===== config.mk =====
export PLATFORM = sky130hd
export DESIGN_NAME = tcfd_mul
export DESIGN_NICKNAME = d
export VERILOG_FILES = /design/src/hdl/trilinear_constraint_force_differential_core_defines.svh /design/src/hdl/tcfd_pkg.sv /design/src/hdl/tcfd_mul.sv
export SDC_FILE = /design/constraint.sdc
export NUM_CORES = 2
export LEC_CHECK = 0
export BUFFER_PORTS_ARGS = -buffer_cell sky130_fd_sc_hd__buf_2
export CORE_ASPECT_RATIO = 1.75
export CORE_MARGIN = 2
export CORE_UTILIZATION = 30
export CTS_CLUSTER_DIAMETER = 40
export DETAILED_ROUTE_END_ITERATION = 10
export GPL_TIMING_DRIVEN = 0
export SLEW_MARGIN = 10
export SYNTH_ARGS = -nofsm -noshare
export SYNTH_HDL_FRONTEND = slang
export SYNTH_SLANG_ARGS = --single-unit

===== constraint.sdc =====
create_clock -name clk -period 12 [get_ports clk]
set_input_delay 2.4 -clock clk [delete_from_list [all_inputs] [get_ports clk]]
set_output_delay 2.4 -clock clk [all_outputs]
set_load 0.05 [all_outputs]

===== src/hdl/trilinear_constraint_force_differential_core_defines.svh =====
// Assertion macros shared by the trilinear constraint force differential RTL.
// Depends on nothing; included by the files that carry concurrent assertions.
`ifndef TRILINEAR_CONSTRAINT_FORCE_DIFFERENTIAL_CORE_DEFINES_SVH
`define TRILINEAR_CONSTRAINT_FORCE_DIFFERENTIAL_CORE_DEFINES_SVH

// Same-cycle implication, disabled while reset is asserted.
`define TCFD_ASSERT_IMP(label, clk, rst_n, ante, cons, msg) \
    label: assert property (@(posedge clk) disable iff (!rst_n) (ante) |-> (cons)) \
        else $error(msg);

// Next-cycle implication, disabled while reset is asserted.
`define TCFD_ASSERT_NXT(label, clk, rst_n, ante, cons, msg) \
    label: assert property (@(posedge clk) disable iff (!rst_n) (ante) |=> (cons)) \
        else $error(msg);

`endif


===== src/hdl/tcfd_pkg.sv =====
// Package for the trilinear constraint force differential core: widths,
// constants, sequencer states, operand selects and the control struct. No dependencies.
`default_nettype none

package tcfd_pkg;

    localparam int unsigned DATA_W = 32;
    localparam int unsigned WGT_W  = 16;
    localparam int unsigned MUL_W  = 33;
    localparam int unsigned PROD_W = 2 * MUL_W;
    localparam int unsigned ACC_W  = 52;
    localparam int unsigned CRN_W  = 3;

    localparam logic [WGT_W-1:0] ONE_Q15 = 16'h8000;

    typedef enum logic [3:0] {
        ST_IDLE,
        ST_W_A,
        ST_W_B,
        ST_ACC_X,
        ST_ACC_Y,
        ST_ACC_Z,
        ST_ACC_END,
        ST_SAT,
        ST_E_WA,
        ST_E_WB,
        ST_E_K,
        ST_E_FX,
        ST_E_FY,
        ST_E_FZ,
        ST_E_OUT
    } state_t;

    typedef enum logic [3:0] {
        OP_F01,
        OP_PF2,
        OP_WDX,
        OP_WDY,
        OP_WDZ,
        OP_SW,
        OP_KSX,
        OP_KSY,
        OP_KSZ
    } opsel_t;

    typedef struct packed {
        logic             take;
        logic             mul_en;
        opsel_t           opsel;
        logic [2:0]       acc_en;
        logic             acc_clr;
        logic             w_load;
        logic             sum_load;
        logic             k_load;
        logic             fx_load;
        logic             fy_load;
        logic             out_load;
        logic [CRN_W-1:0] corner;
    } ctrl_t;

endpackage

`default_nettype wire


===== src/hdl/tcfd_mul.sv =====
// Shared signed multiplier with a registered product.
// Depends on tcfd_pkg.
`default_nettype none

module tcfd_mul (
    input  wire logic                             clk,
    input  wire logic                             en,
    input  wire logic signed [tcfd_pkg::MUL_W-1:0]  a,
    input  wire logic signed [tcfd_pkg::MUL_W-1:0]  b,
    output logic signed [tcfd_pkg::PROD_W-1:0]      prod
);
    import tcfd_pkg::*;

    logic signed [PROD_W-1:0] prod_reg;

    always_ff @(posedge clk)
    begin
        if (en)
        begin
            prod_reg <= a * b;
        end
    end

    assign prod = prod_reg;

endmodule

`default_nettype wire


# Yosys cells after proc, flatten, opt, wreduce, memory -nomap -nowiden
# Index checks and enable logic that the tools add are counted.
[word_totals]
ff_bits = 66
input_bits = 68
output_inout_bits = 66
[op_classes]
n_mul = 1
[ops]
columns = ["operator", "n"]
rows = [
  ["$mul A33 B33 Y66", 1],
]

# Longest topological paths before layout
[depth]
depth_word = 1
mapped_depth = 27
mapped_depth_nobuf = 26

# Worst setup path after synthesis
# No wires, ideal clock.
[synth_timing]
kind = "input to register"
startpoint = "input a[32] (netlist bit)"
endpoint = "register prod_reg[62] (netlist: prod[62]) (data pin)"
arrival_time_ns = 9.496
required_ns = 11.731
setup_slack_ns = 2.235
stages = 23
cell_sequence = "clkbuf_1 -> nand2_1 -> inv_1 -> fa_1 -> fa_1 -> fa_1 -> fa_1 -> fa_1 -> fa_1 -> fa_1 -> inv_1 -> fa_1 -> inv_1 -> ha_1 -> clkbuf_1 -> and3_1 -> nand3_1 -> nand2b_1 -> a2111oi_4 -> a211oi_4 -> a21o_2 -> a211oi_2 -> a211oi_2"
[synth_between]
elab_chain_len = 1
[synth_lines]
columns = ["element", "line_no", "source"]
rows = [
  ["start, declared", "tcfd_mul.sv:8", "input wire logic signed [tcfd_pkg::MUL_W-1:0] a,"],
  ["$mul A33 B33 Y66", "tcfd_mul.sv:20", "prod_reg <= a * b;"],
  ["end signal, assigned", "tcfd_mul.sv:20", ""],
  ["end, declared", "tcfd_mul.sv:14", "logic signed [PROD_W-1:0] prod_reg;"],
]
# Every way passes these cells.
# A chain may end at the register's enable or synchronous reset.

# Final worst setup path
[layout_timing]
startpoint = "input b[6] (netlist bit)"
endpoint = "register prod_reg[58] (netlist: prod[58]) (data pin)"
[layout_between]
elab_chain_len = 1
[layout_lines]
columns = ["element", "line_no", "source"]
rows = [
  ["start, declared", "tcfd_mul.sv:9", "input wire logic signed [tcfd_pkg::MUL_W-1:0] b,"],
  ["$mul A33 B33 Y66", "tcfd_mul.sv:20", ""],
]
# Every way passes these cells.

==> results.rst <==
.. list-table::
   :header-rows: 1

   * - Metric
     - Value
   * - Outcome
     - finished, final reports clean
   * - Register area share after synthesis
     - under 10%
   * - Synth Warn #
     - 0
   * - Final count of pins violating max slew
     - 0
   * - Initial cell density of the core
     - 30.2%
   * - Setup TNS
     - 0 ns
   * - Most frequent cell on the critical path
     - sky130_fd_sc_hd__fa_1
   * - Buffer type at the clock tree root
     - sky130_fd_sc_hd__clkbuf_16
   * - Number of remaining DRC errors
     - 0
   * - Standard cell core area
     - 0.137 mm2
   * - Sum of net half-perimeters after detailed placement
     - ~150000 um
   * - Crit path max fanout
     - 17
   * - Layout cell share with drive strength beyond 1
     - 4.50%
   * - Mapped Nets
     - approximately 5800
   * - Netlist area before placement
     - 0.0414 mm2
   * - Number of iterations in the first detailed-routing pass
     - 5
   * - Post-synthesis adder-cell area fraction
     - between 60% and 70%
   * - Delay of the slowest critical-path stage
     - 1.20 ns
   * - Hold violation count in the final report
     - 0
   * - Iteration-0 DRC count of the detailed router
     - 2070
   * - Number of storage elements in the synthesis netlist
     - 66
   * - Post-Synth XOR/XNOR Area
     - 1.44%
   * - Via count of the first global-routing pass
     - 34600
   * - Quantity of hold-fixing buffers added after cts
     - 0
   * - Final worst path period need
     - 11.36 ns
   * - Number of setup violations in the final report
     - 0
   * - Worst hold-check path type
     - in2reg
   * - Worst slew margin relative to its limit
     - 9.78%
   * - Antenna Nets Post-Route
     - 0
   * - Crit-path slowest cell
     - sky130_fd_sc_hd__fa_1
   * - Buf/Inv on CP
     - 8
   * - Number of nets in the finished design
     - 5913
   * - Layout overhead on the synthesized area
     - 8.06%
   * - Element type at the critical path start
     - input port
   * - Highest clock frequency the design can meet
     - 88.0 MHz
   * - Post-synthesis simple-gate area fraction
     - around 16%
   * - All-Layer GR Usage
     - a little over a quarter
   * - Die Outline Area
     - 0.141 mm2
   * - Number of buffers created by CTS
     - 9
   * - Maximum number of pins on one net before global-route repair
     - 54
   * - Worst Setup Slack, final
     - 0.636 ns
   * - Buffers added on ports
     - roughly 130
   * - Primary FF master, synth
     - sky130_fd_sc_hd__edfxtp_1
   * - Setup repair bufs after CTS
     - 0
   * - Number of vias in the routed layout
     - roughly 32000
   * - Post-synthesis compound-gate area fraction
     - 4.00%
   * - Worst hold slack across all endpoints
     - 2.43 ns
   * - Unrepaired setup endpoints after global routing
     - false
   * - Clock tree from TritonCTS
     - built
   * - Initial antenna violation count
     - 38
   * - Asr flop ratio synth
     - 0%
   * - Required time of the worst setup path
     - 12.18 ns
   * - Vias per cell
     - 5.02
   * - Max reg flops
     - 66
   * - Die height
     - 495 um
   * - First-pass GRT wire length
     - 256000 um
   * - I/O pin count
     - 134
   * - Portion of netlist area occupied by mux cells
     - 0%
   * - Die width
     - 285 um
   * - Final RePlAce weighted congestion
     - 1.06
   * - H-tree depth
     - 3
   * - GR Overflow Total
     - 0
   * - Max Cap Violations
     - 0
   * - Count of distinct cell types in the synthesized netlist
     - 80
   * - Kind of end point of the critical path
     - flop
   * - Fraction of the cycle the final worst path needs
     - 94.7%
   * - Worst slack after detailed placement
     - about 0.35 ns
   * - Wirelength, routed
     - around 180000 um
   * - Mean area per synthesized cell
     - 9.54 um2
   * - Clock tree buffer depth
     - 2
   * - Synth Instances
     - 4338
   * - Number of enable flip-flop cells after synthesis
     - 66
   * - Clock edge transition at the registers on the reported setup and hold paths
     - around 0.06 ns
   * - # clock sinks
     - 66
   * - # resized after CTS
     - 0
   * - Critical path class
     - in2reg
   * - Main combinational cell family by area after synthesis
     - adder cells
   * - Transition at the pin with the smallest max-transition slack
     - 1.35 ns
   * - Top delay family on crit path
     - adder cells
   * - Number of cell rows
     - between 150 and 200
   * - Data arrival time of the worst path
     - 11.55 ns
   * - Final routed wire length divided by cell count
     - 29.1 um
cell usage after synthesis, types with 4 or more instances:
cell / n / area (um2)
sky130_fd_sc_hd__o21a_1: 6 / 45.0
sky130_fd_sc_hd__o21bai_1: 11 / 82.6
sky130_fd_sc_hd__ha_1: 217 / 2720
sky130_fd_sc_hd__o21ai_1: 6 / 30.0
sky130_fd_sc_hd__inv_1: 1131 / 4250
sky130_fd_sc_hd__o21ai_0: 25 / 125
sky130_fd_sc_hd__nand2b_1: 12 / 75.1
sky130_fd_sc_hd__a211oi_1: 7 / 52.6
sky130_fd_sc_hd__edfxtp_1: 66 / 1980
sky130_fd_sc_hd__clkbuf_1: 208 / 781
sky130_fd_sc_hd__a211o_1: 6 / 52.6
sky130_fd_sc_hd__a31oi_1: 8 / 50.1
sky130_fd_sc_hd__a21oi_1: 57 / 285
sky130_fd_sc_hd__nor2_1: 68 / 255
sky130_fd_sc_hd__nand3_1: 25 / 125
sky130_fd_sc_hd__nor2b_1: 5 / 31.3
sky130_fd_sc_hd__and3_1: 5 / 31.3
sky130_fd_sc_hd__nand2_1: 551 / 2070
sky130_fd_sc_hd__nor3_1: 7 / 35.0
sky130_fd_sc_hd__buf_2: 11 / 55.1
sky130_fd_sc_hd__xnor2_1: 43 / 377
sky130_fd_sc_hd__o211ai_1: 4 / 30.0
sky130_fd_sc_hd__a21o_1: 36 / 270
sky130_fd_sc_hd__fa_1: 1145 / 22900
sky130_fd_sc_hd__xor2_1: 25 / 219
sky130_fd_sc_hd__and2_1: 562 / 3520
sky130_fd_sc_hd__and4_1: 5 / 43.8
sky130_fd_sc_hd__nand4_1: 11 / 68.8
metal layers:
layer	GRT usage, %	up-vias	wire length (um)
met3	5.50	683	12700
met1	26.2	16700	56800
met2	44.5	1715	89300
met4	29.3	16	25700
met5	0	-	95
li1	-	12700	-
cell families after synthesis:
logic type               Yosys count
AO/OA/AOI/OAI                    219
adder cells (fa/ha/maj)         1362
flip-flops                        66
XOR/XNOR                          68
AND/OR/NAND/NOR                 1271
buffers and inverters           1352
area by class of cell:
class	count	area, um2
plain buffers	221	855
clock inverters	7	70.1
repair buffers	134	696
diodes	26	65.1
inverters	1131	4250
multi-input cells	2920	34300
flip-flops and latches	66	1980
fillers	14400	92400
clock buffers	9	225
well taps	1820	2280
per-stage QoR:
stage | std cells | utilization (%) | area [um2]
after global routing | 6310 | 32.6 | 44700
after global placement | 6291 | 32.3 | 44300
after CTS | 6308 | 32.6 | 44700
after detailed placement | 6292 | 32.3 | 44400
final | 6334 | 32.6 | 44700
after floorplan | 4338 | - | 41400
final timing paths:
check / endpoint / slack (ns) / depth (start not counted) / from
setup / recovery: prod[58] / 0.64 / 26 / b[6]
hold / removal: prod[58] / 2.43 / 1 / en
cell usage in the layout (no fill, tap or decap), drive strengths merged, types with 25 or more instances in the layout:
cell / n
edfxtp: 66
xnor2: 43
ha: 217
o21ai: 33
clkbuf: 217
nor2: 68
a21oi: 61
nand2: 551
nand3: 26
xor2: 25
buf: 147
diode: 26
a21o: 38
inv: 1131
and2: 563
fa: 1145
Power is not shown: default switching activity piles up to over one toggle a cycle in this logic, so the estimate is an artifact.
