$ cat config.mk
export PLATFORM = sky130hd
export DESIGN_NAME = tcfd_seq
export DESIGN_NICKNAME = d
export VERILOG_FILES = /design/src/hdl/tcfd_pkg.sv /design/src/hdl/tcfd_seq.sv
export VERILOG_INCLUDE_DIRS = /design/src /design/src/hdl
export SDC_FILE = /design/constraint.sdc
export NUM_CORES = 1
export LEC_CHECK = 0
export BUFFER_PORTS_ARGS = -buffer_cell sky130_fd_sc_hd__buf_2
export CAP_MARGIN = 20
export CORE_AREA = 5 5 42 44
export DETAILED_ROUTE_END_ITERATION = 8
export DIE_AREA = 0 0 47 49
export GPL_TIMING_DRIVEN = 0
export PLACE_DENSITY = 0.7
export SYNTH_ARGS = -nofsm -noshare
export SYNTH_HDL_FRONTEND = slang
export SYNTH_SLANG_ARGS = --single-unit
$ cat constraint.sdc
create_clock -name clk -period 1.59 [get_ports clk]
set_input_delay 0.0795 -clock clk [delete_from_list [all_inputs] [get_ports clk]]
set_output_delay 0.0795 -clock clk [all_outputs]
set_load 0.01 [all_outputs]
$ cat src/hdl/trilinear_constraint_force_differential_core_defines.svh
// Assertion macros shared by the trilinear constraint force differential RTL.
// Depends on nothing; included by the files that carry concurrent assertions.
`ifndef TRILINEAR_CONSTRAINT_FORCE_DIFFERENTIAL_CORE_DEFINES_SVH
`define TRILINEAR_CONSTRAINT_FORCE_DIFFERENTIAL_CORE_DEFINES_SVH

// Same-cycle implication, disabled while reset is asserted.
`define TCFD_ASSERT_IMP(label, clk, rst_n, ante, cons, msg) \
    label: assert property (@(posedge clk) disable iff (!rst_n) (ante) |-> (cons)) \
        else $error(msg);

// Next-cycle implication, disabled while reset is asserted.
`define TCFD_ASSERT_NXT(label, clk, rst_n, ante, cons, msg) \
    label: assert property (@(posedge clk) disable iff (!rst_n) (ante) |=> (cons)) \
        else $error(msg);

`endif

$ cat src/hdl/tcfd_pkg.sv
// Package for the trilinear constraint force differential core: widths,
// constants, sequencer states, operand selects and the control struct. No dependencies.
`default_nettype none

package tcfd_pkg;

    localparam int unsigned DATA_W = 32;
    localparam int unsigned WGT_W  = 16;
    localparam int unsigned MUL_W  = 33;
    localparam int unsigned PROD_W = 2 * MUL_W;
    localparam int unsigned ACC_W  = 52;
    localparam int unsigned CRN_W  = 3;

    localparam logic [WGT_W-1:0] ONE_Q15 = 16'h8000;

    typedef enum logic [3:0] {
        ST_IDLE,
        ST_W_A,
        ST_W_B,
        ST_ACC_X,
        ST_ACC_Y,
        ST_ACC_Z,
        ST_ACC_END,
        ST_SAT,
        ST_E_WA,
        ST_E_WB,
        ST_E_K,
        ST_E_FX,
        ST_E_FY,
        ST_E_FZ,
        ST_E_OUT
    } state_t;

    typedef enum logic [3:0] {
        OP_F01,
        OP_PF2,
        OP_WDX,
        OP_WDY,
        OP_WDZ,
        OP_SW,
        OP_KSX,
        OP_KSY,
        OP_KSZ
    } opsel_t;

    typedef struct packed {
        logic             take;
        logic             mul_en;
        opsel_t           opsel;
        logic [2:0]       acc_en;
        logic             acc_clr;
        logic             w_load;
        logic             sum_load;
        logic             k_load;
        logic             fx_load;
        logic             fy_load;
        logic             out_load;
        logic [CRN_W-1:0] corner;
    } ctrl_t;

endpackage

`default_nettype wire

$ cat src/hdl/tcfd_seq.sv
// Sequencer of the trilinear constraint force differential core: state machine and corner counter.
// Depends on tcfd_pkg and the assertion macro header.
`default_nettype none
`include "trilinear_constraint_force_differential_core_defines.svh"

module tcfd_seq (
    input  wire logic          clk,
    input  wire logic          rst_n,
    input  wire logic          in_valid,
    input  wire logic          out_free,
    output tcfd_pkg::ctrl_t    ctrl
);
    import tcfd_pkg::*;

    state_t             state_reg;
    state_t             state_next;
    logic [CRN_W-1:0]   corner_reg;
    logic [CRN_W-1:0]   corner_next;
    logic               last_corner;

    assign last_corner = (corner_reg == {CRN_W{1'b1}});

    always_ff @(posedge clk or negedge rst_n)
    begin
        if (!rst_n)
        begin
            state_reg  <= ST_IDLE;
            corner_reg <= '0;
        end
        else
        begin
            state_reg  <= state_next;
            corner_reg <= corner_next;
        end
    end

    always_comb
    begin
        state_next  = state_reg;
        corner_next = corner_reg;
        unique case (state_reg)
            ST_IDLE:    if (in_valid) state_next = ST_W_A;
            ST_W_A:     state_next = ST_W_B;
            ST_W_B:     state_next = ST_ACC_X;
            ST_ACC_X:   state_next = ST_ACC_Y;
            ST_ACC_Y:   state_next = ST_ACC_Z;
            ST_ACC_Z:   state_next = ST_ACC_END;
            ST_ACC_END:
            begin
                corner_next = corner_reg + CRN_W'(1);
                state_next  = last_corner ? ST_SAT : ST_IDLE;
            end
            ST_SAT:     state_next = ST_E_WA;
            ST_E_WA:    state_next = ST_E_WB;
            ST_E_WB:    state_next = ST_E_K;
            ST_E_K:     state_next = ST_E_FX;
            ST_E_FX:    state_next = ST_E_FY;
            ST_E_FY:    state_next = ST_E_FZ;
            ST_E_FZ:    state_next = ST_E_OUT;
            ST_E_OUT:
            begin
                if (out_free)
                begin
                    corner_next = corner_reg + CRN_W'(1);
                    state_next  = last_corner ? ST_IDLE : ST_E_WA;
                end
            end
            default:    state_next = ST_IDLE;
        endcase
    end

    always_comb
    begin
        ctrl          = '0;
        ctrl.opsel    = OP_F01;
        ctrl.corner   = corner_reg;
        ctrl.acc_clr  = (corner_reg == '0);
        unique case (state_reg) inside
            ST_IDLE:    ctrl.take = 1'b1;
            ST_W_A, ST_E_WA:
            begin
                ctrl.mul_en = 1'b1;
                ctrl.opsel  = OP_F01;
            end
            ST_W_B, ST_E_WB:
            begin
                ctrl.mul_en = 1'b1;
                ctrl.opsel  = OP_PF2;
            end
            ST_ACC_X:
            begin
                ctrl.mul_en = 1'b1;
                ctrl.opsel  = OP_WDX;
                ctrl.w_load = 1'b1;
            end
            ST_ACC_Y:
            begin
                ctrl.mul_en    = 1'b1;
                ctrl.opsel     = OP_WDY;
                ctrl.acc_en[0] = 1'b1;
            end
            ST_ACC_Z:
            begin
                ctrl.mul_en    = 1'b1;
                ctrl.opsel     = OP_WDZ;
                ctrl.acc_en[1] = 1'b1;
            end
            ST_ACC_END: ctrl.acc_en[2] = 1'b1;
            ST_SAT:     ctrl.sum_load = 1'b1;
            ST_E_K:
            begin
                ctrl.mul_en = 1'b1;
                ctrl.opsel  = OP_SW;
            end
            ST_E_FX:
            begin
                ctrl.mul_en = 1'b1;
                ctrl.opsel  = OP_KSX;
                ctrl.k_load = 1'b1;
            end
            ST_E_FY:
            begin
                ctrl.mul_en  = 1'b1;
                ctrl.opsel   = OP_KSY;
                ctrl.fx_load = 1'b1;
            end
            ST_E_FZ:
            begin
                ctrl.mul_en  = 1'b1;
                ctrl.opsel   = OP_KSZ;
                ctrl.fy_load = 1'b1;
            end
            ST_E_OUT:   ctrl.out_load = out_free;
            default:    ctrl.take = 1'b0;
        endcase
    end

    // A taken corner keeps the block busy for its whole weight and sum sequence.
    `TCFD_ASSERT_NXT(a_busy_after_take, clk, rst_n, ctrl.take && in_valid, !ctrl.take, "corner request taken twice in a row")
    // The eighth corner of a cell starts the emission phase with the counter back at zero.
    `TCFD_ASSERT_NXT(a_cell_wrap, clk, rst_n, state_reg == ST_ACC_END && last_corner, state_reg == ST_SAT && corner_reg == '0, "cell did not wrap into emission")
    // A result held back by the sink keeps the sequencer parked on the same corner.
    `TCFD_ASSERT_NXT(a_stall_holds, clk, rst_n, state_reg == ST_E_OUT && !out_free, state_reg == ST_E_OUT && $stable(corner_reg), "emission moved on during a stall")

endmodule

`default_nettype wire

# [Yosys cells after proc, flatten, opt, wreduce, memory -nomap -nowiden]
# Cells that the tools add are included.
[word_totals] output_inout_bits=19 in_bits=4 ff_bits=7
[op_classes] eq_ne=17 n_addsub=1 mux=18 n_reduce_logical=7
[op_table] op="$pmux 4 s15" count=1
[op_table] op="$pmux 5 s9" count=1
[op_table] op="$eq 4x4->1 const B" count=7
[op_table] op="$eq 4x3->1 const B" count=4
[op_table] op="$mux 4" count=3
[op_table] op="$mux 1" count=10
[op_table] op="$eq 4x2->1 const B" count=2
[op_table] op="$mux 3" count=2
[op_table] op="$pmux 3 s2" count=1
[op_table] op="$eq 4x1->1 const B" count=1
[op_table] op="$logic_not 4->1" count=1
[op_table] op="$ne 2x2->1 const B" count=2
[op_table] op="$reduce_and 2->1" count=2
[op_table] op="$reduce_or 2->1" count=2
[op_table] op="$add 3x1->3 const B" count=1
[op_table] op="$eq 3x3->1 const B" count=1
[op_table] op="$logic_not 3->1" count=1
[op_table] op="$reduce_bool 2->1" count=1

# [Depth between registers and ports, before layout]
[logic_depth] depth_word=4 ltp_mapped=5 depth_no_buf=5

# [Least setup slack after synthesis]
# No wires, ideal clock.
[synth_timing] kind="register to register" start="register state_reg[0]" end="register state_reg[3]" path_stages_with_launch=4 arrival_ns=1.179 slack_ns=0.275 n_path_buf=0 synth_period_minus_slack_ns=1.315 setup_time_ns=0.137 path_cell_list="dfrtp_1 > or4_4 > o32ai_2 > o32ai_1"
[synth_via] elab_chain_cells=3
[synth_lines] element="start: declaration" line_no="tcfd_seq.sv:15" text="state_t state_reg;"
[synth_lines] element="start signal: assignment" line_no="tcfd_seq.sv:32" text="state_reg <= state_next;"
[synth_lines] element="$eq 4x4->1 / $logic_not 4->1 (equally long branches)" line_no="tcfd_seq.sv:41" text="unique case (state_reg)"
[synth_lines] element="$ne 2x2->1 (no source line)"
[synth_lines] element="$reduce_and 2->1 (no source line)"
# Several ways; a longest one is shown, not always the timed one.
# A chain may end at the register's enable or synchronous reset.

==> results.py <==
metrics = {
    "status": {
        "outcome": "finished, final reports clean",
    },
    "route": {
        "ant_nets": 0,
        "routedWlPerCell_microns": 12.1,
        "drc_errors": 0,
        "drt_wl_total_mm": 1.30,
        "drt_iter0_drc": 8,
        "vias": 552,
        "dr.pass1.iters": 4,
        "vias_per_cell": 5.16,
    },
    "sta": {
        "worst_slew_pin_slew_ns": 0.247,
        "slew_viol_final": 0,
        "hold_viol_final": 0,
        "max_freq_ghz": 0.653,
        "period_needed_ns": 1.53,
        "slew_headroom_pct": 83.5,
        "setup_viol": 0,
        "hold_ws_ns": 0.0937,
        "fin_worst_skew_ns": 0.000538,
        "fin_ws_ns": 0.0587,
        "fin_crit_sh_pct": 96.3,
    },
    "critical_path": {
        "crit_family": "simple AND/OR/NAND/NOR gates",
        "cp_slowest_cell": "or4_4",
        "max_stage_delay_ns": 0.54,
        "reg2reg_depth": 3,
        "crit_fanout": 5,
        "crit_arrival_ns": 1.45,
        "cp-start-kind": "flop",
        "path_cells": "or4_4 > inv_2 > a21oi_1 > buf_2",
        "required_ns": 1.51,
        "cp-startpoint": "state_reg[1]",
        "reg2reg_from": "state_reg[1]",
        "worstSetupPathType": "flop to output pin",
        "cp-end-kind": "output pin",
        "reg2reg_slack_ns": 0.20,
        "crit_buf_inv": 2,
        "rr_endpoint": "state_reg[3]",
    },
    "pwr": {
        "power.density_nw_per_um2": 2040,
        "vdd_drop_max_uv": 951,
        "leakage_nw": 0.387,
        "p_total_mw": 1.46,
    },
    "placed_design": {
        "place_congestion": 0.737,
        "port_buffers": 22,
        "dp.cells": 102,
        "post-dp-hpwl_mm": 1.01,
        "dp_slack_ns": 0.187,
    },
    "floorplan": {
        "initial_core_util_pct": 38.8,
        "row_count": 14,
        "io_pins": 23,
        "die_y_microns": 49,
        "dieArea_sq_um": 2300,
        "dieWidth_microns": 47,
        "core_sq_um": 1400,
    },
    "finish": {
        "fill_cells": 149,
        "largest_reg_flops": 4,
        "area.growth.synth_to_final_pct": 31.6,
        "antenna_cells": 0,
        "nets": 99,
        "final_cells": 107,
        "multi_input_area_sq_um": 329,
        "drive_gt1_share_pct": 37.4,
        "layout.area.seq_sq_um": 175,
        "final_common_cell": "buf_2",
        "fin_util_pct": 51.0,
        "final_cell_mix": "buf_2, nor2_1, dfrtp_1",
    },
    "yosys": {
        "synth_seq_area_share_pct": 32.3,
        "ys_ff_latch": 7,
        "ys_warn_count": 0,
        "synthCells": 64,
        "syn_avg_cell_area_sq_um": 8.48,
        "synthesis.area_sq_um": 543,
        "syn-num-nets": 71,
        "synth_cell_types": 27,
    },
    "clocking": {
        "clkTransAtPathRegs_ns": 0.05,
        "htree_num_levels": 1,
        "clockBufferDepth": 2,
        "postCtsSetupBuffers": 0,
        "worstSkewPairLatency_ns": 0.25,
        "clkSinkCount": 7,
        "cts_root_buffer": "clkbuf_4",
        "numCtsBuffers": 3,
        "cts_tree": "yes",
    },
    "global_routing": {
        "grt_pass1_wl_mm": 2.06,
        "grt_max_degree": 11,
        "overflow": 0,
        "antenna_found_initial": 0,
        "grtUsageTotal_pct": 11.6,
        "grt_pass1_vias": 477,
    },
    "job": {
        "maxCapViolCount": 0,
    },
    "min_path": {
        "holdPathEnd": "state_reg[3]",
        "whs_path_depth": 2,
        "hold_class": "input pin to flop",
        "min_from": "out_free",
    },
}
==> layout make-up <==
class | count | area share [%]
repair buffers | 23 | 16.8
multi-input cells | 48 | 46.1
flip-flops and latches | 7 | 24.5
inverters | 5 | 2.63
plain buffers | 4 | 3.50
clock buffers | 4 | 3.68
well taps | 16 | 2.80
==> Yosys cell counts <==
cell type | n | area (sq um)
nor2_1 | 8 | 30.0
dfrtp_1 | 7 | 175
inv_1 | 5 | 18.8
nand2b_1 | 5 | 31.3
buf_2 | 4 | 20.0
nor3_1 | 4 | 20.0
ha_1 | 3 | 37.5
nand2_1 | 3 | 11.3
a21o_1 | 2 | 15.0
a21oi_1 | 2 | 10.0
mux2_2 | 2 | 22.5
nor2b_1 | 2 | 12.5
o21ai_0 | 2 | 10.0
xnor2_1 | 2 | 17.5
a311oi_1 | 1 | 8.76
and2_1 | 1 | 6.26
and3_1 | 1 | 6.26
and4b_1 | 1 | 10.0
nand3_1 | 1 | 5.00
nand4b_1 | 1 | 8.76
o211ai_1 | 1 | 7.51
o22ai_1 | 1 | 6.26
o31ai_1 | 1 | 7.51
o32ai_1 | 1 | 8.76
o32ai_2 | 1 | 16.3
or4_4 | 1 | 11.3
xor2_1 | 1 | 8.76
==> worst register-to-register path, delay by kind of cell (launching register included) <==
kind,cells,cell delay (ns)
AND/OR/NAND/NOR,1,0.54
flip-flops,1,0.42
AO/OA/AOI/OAI,2,0.31
==> logic make-up (layout without fill, tap and decap cells) <==
group	Yosys count	count (layout)	share of synthesized area [%]
DFF	7	7	32.3
muxes	2	2	4.15
AOI/OAI and AO/OA	12	12	16.6
and+or+nand+nor	28	28	28.1
buffers and inverters	9	36	7.14
adders and majority gates	3	3	6.91
xor gates and xnor gates	3	3	4.84
==> power by group <==
group	switching, mW	internal [mW]
logic	0.521	0.414
registers	0.100	0.266
clock network	0.0630	0.0956
==> metrics by stage <==
stage | area (sq um) | TNS, ns
detailed placement | 673 | 0
finish | 714 | 0
floorplan | 543 | 0
CTS | 709 | 0
global placement | 673 | 0
global route | 714 | -0.0156
==> routing by layer <==
layer | routed length [microns] | global-route usage (%)
met1 | 570 | 15.7
met5 | 0 | 0
met2 | 573 | 17.9
met3 | 136 | 1.11
met4 | 15 | 5.53
==> how the worst max path moves through the flow <==
stage	end	slack, ns	depth (start not counted)
after floorplan	state_reg[3]	0.27	3
after global placement	state_reg[3]	0.20	3
after detailed placement	state_reg[3]	0.19	3
after CTS	ctrl[17]	0.02	4
after global routing	ctrl[13]	-0.008	4
final	ctrl[17]	0.06	4
==> repair_timing <==
item	in CTS	in global routing
resized for setup	0	3
endpoints found under the hold margin	7	0
setup endpoints to repair	0	3
hold buffers	1	0
(Power assumes the default switching activity.)
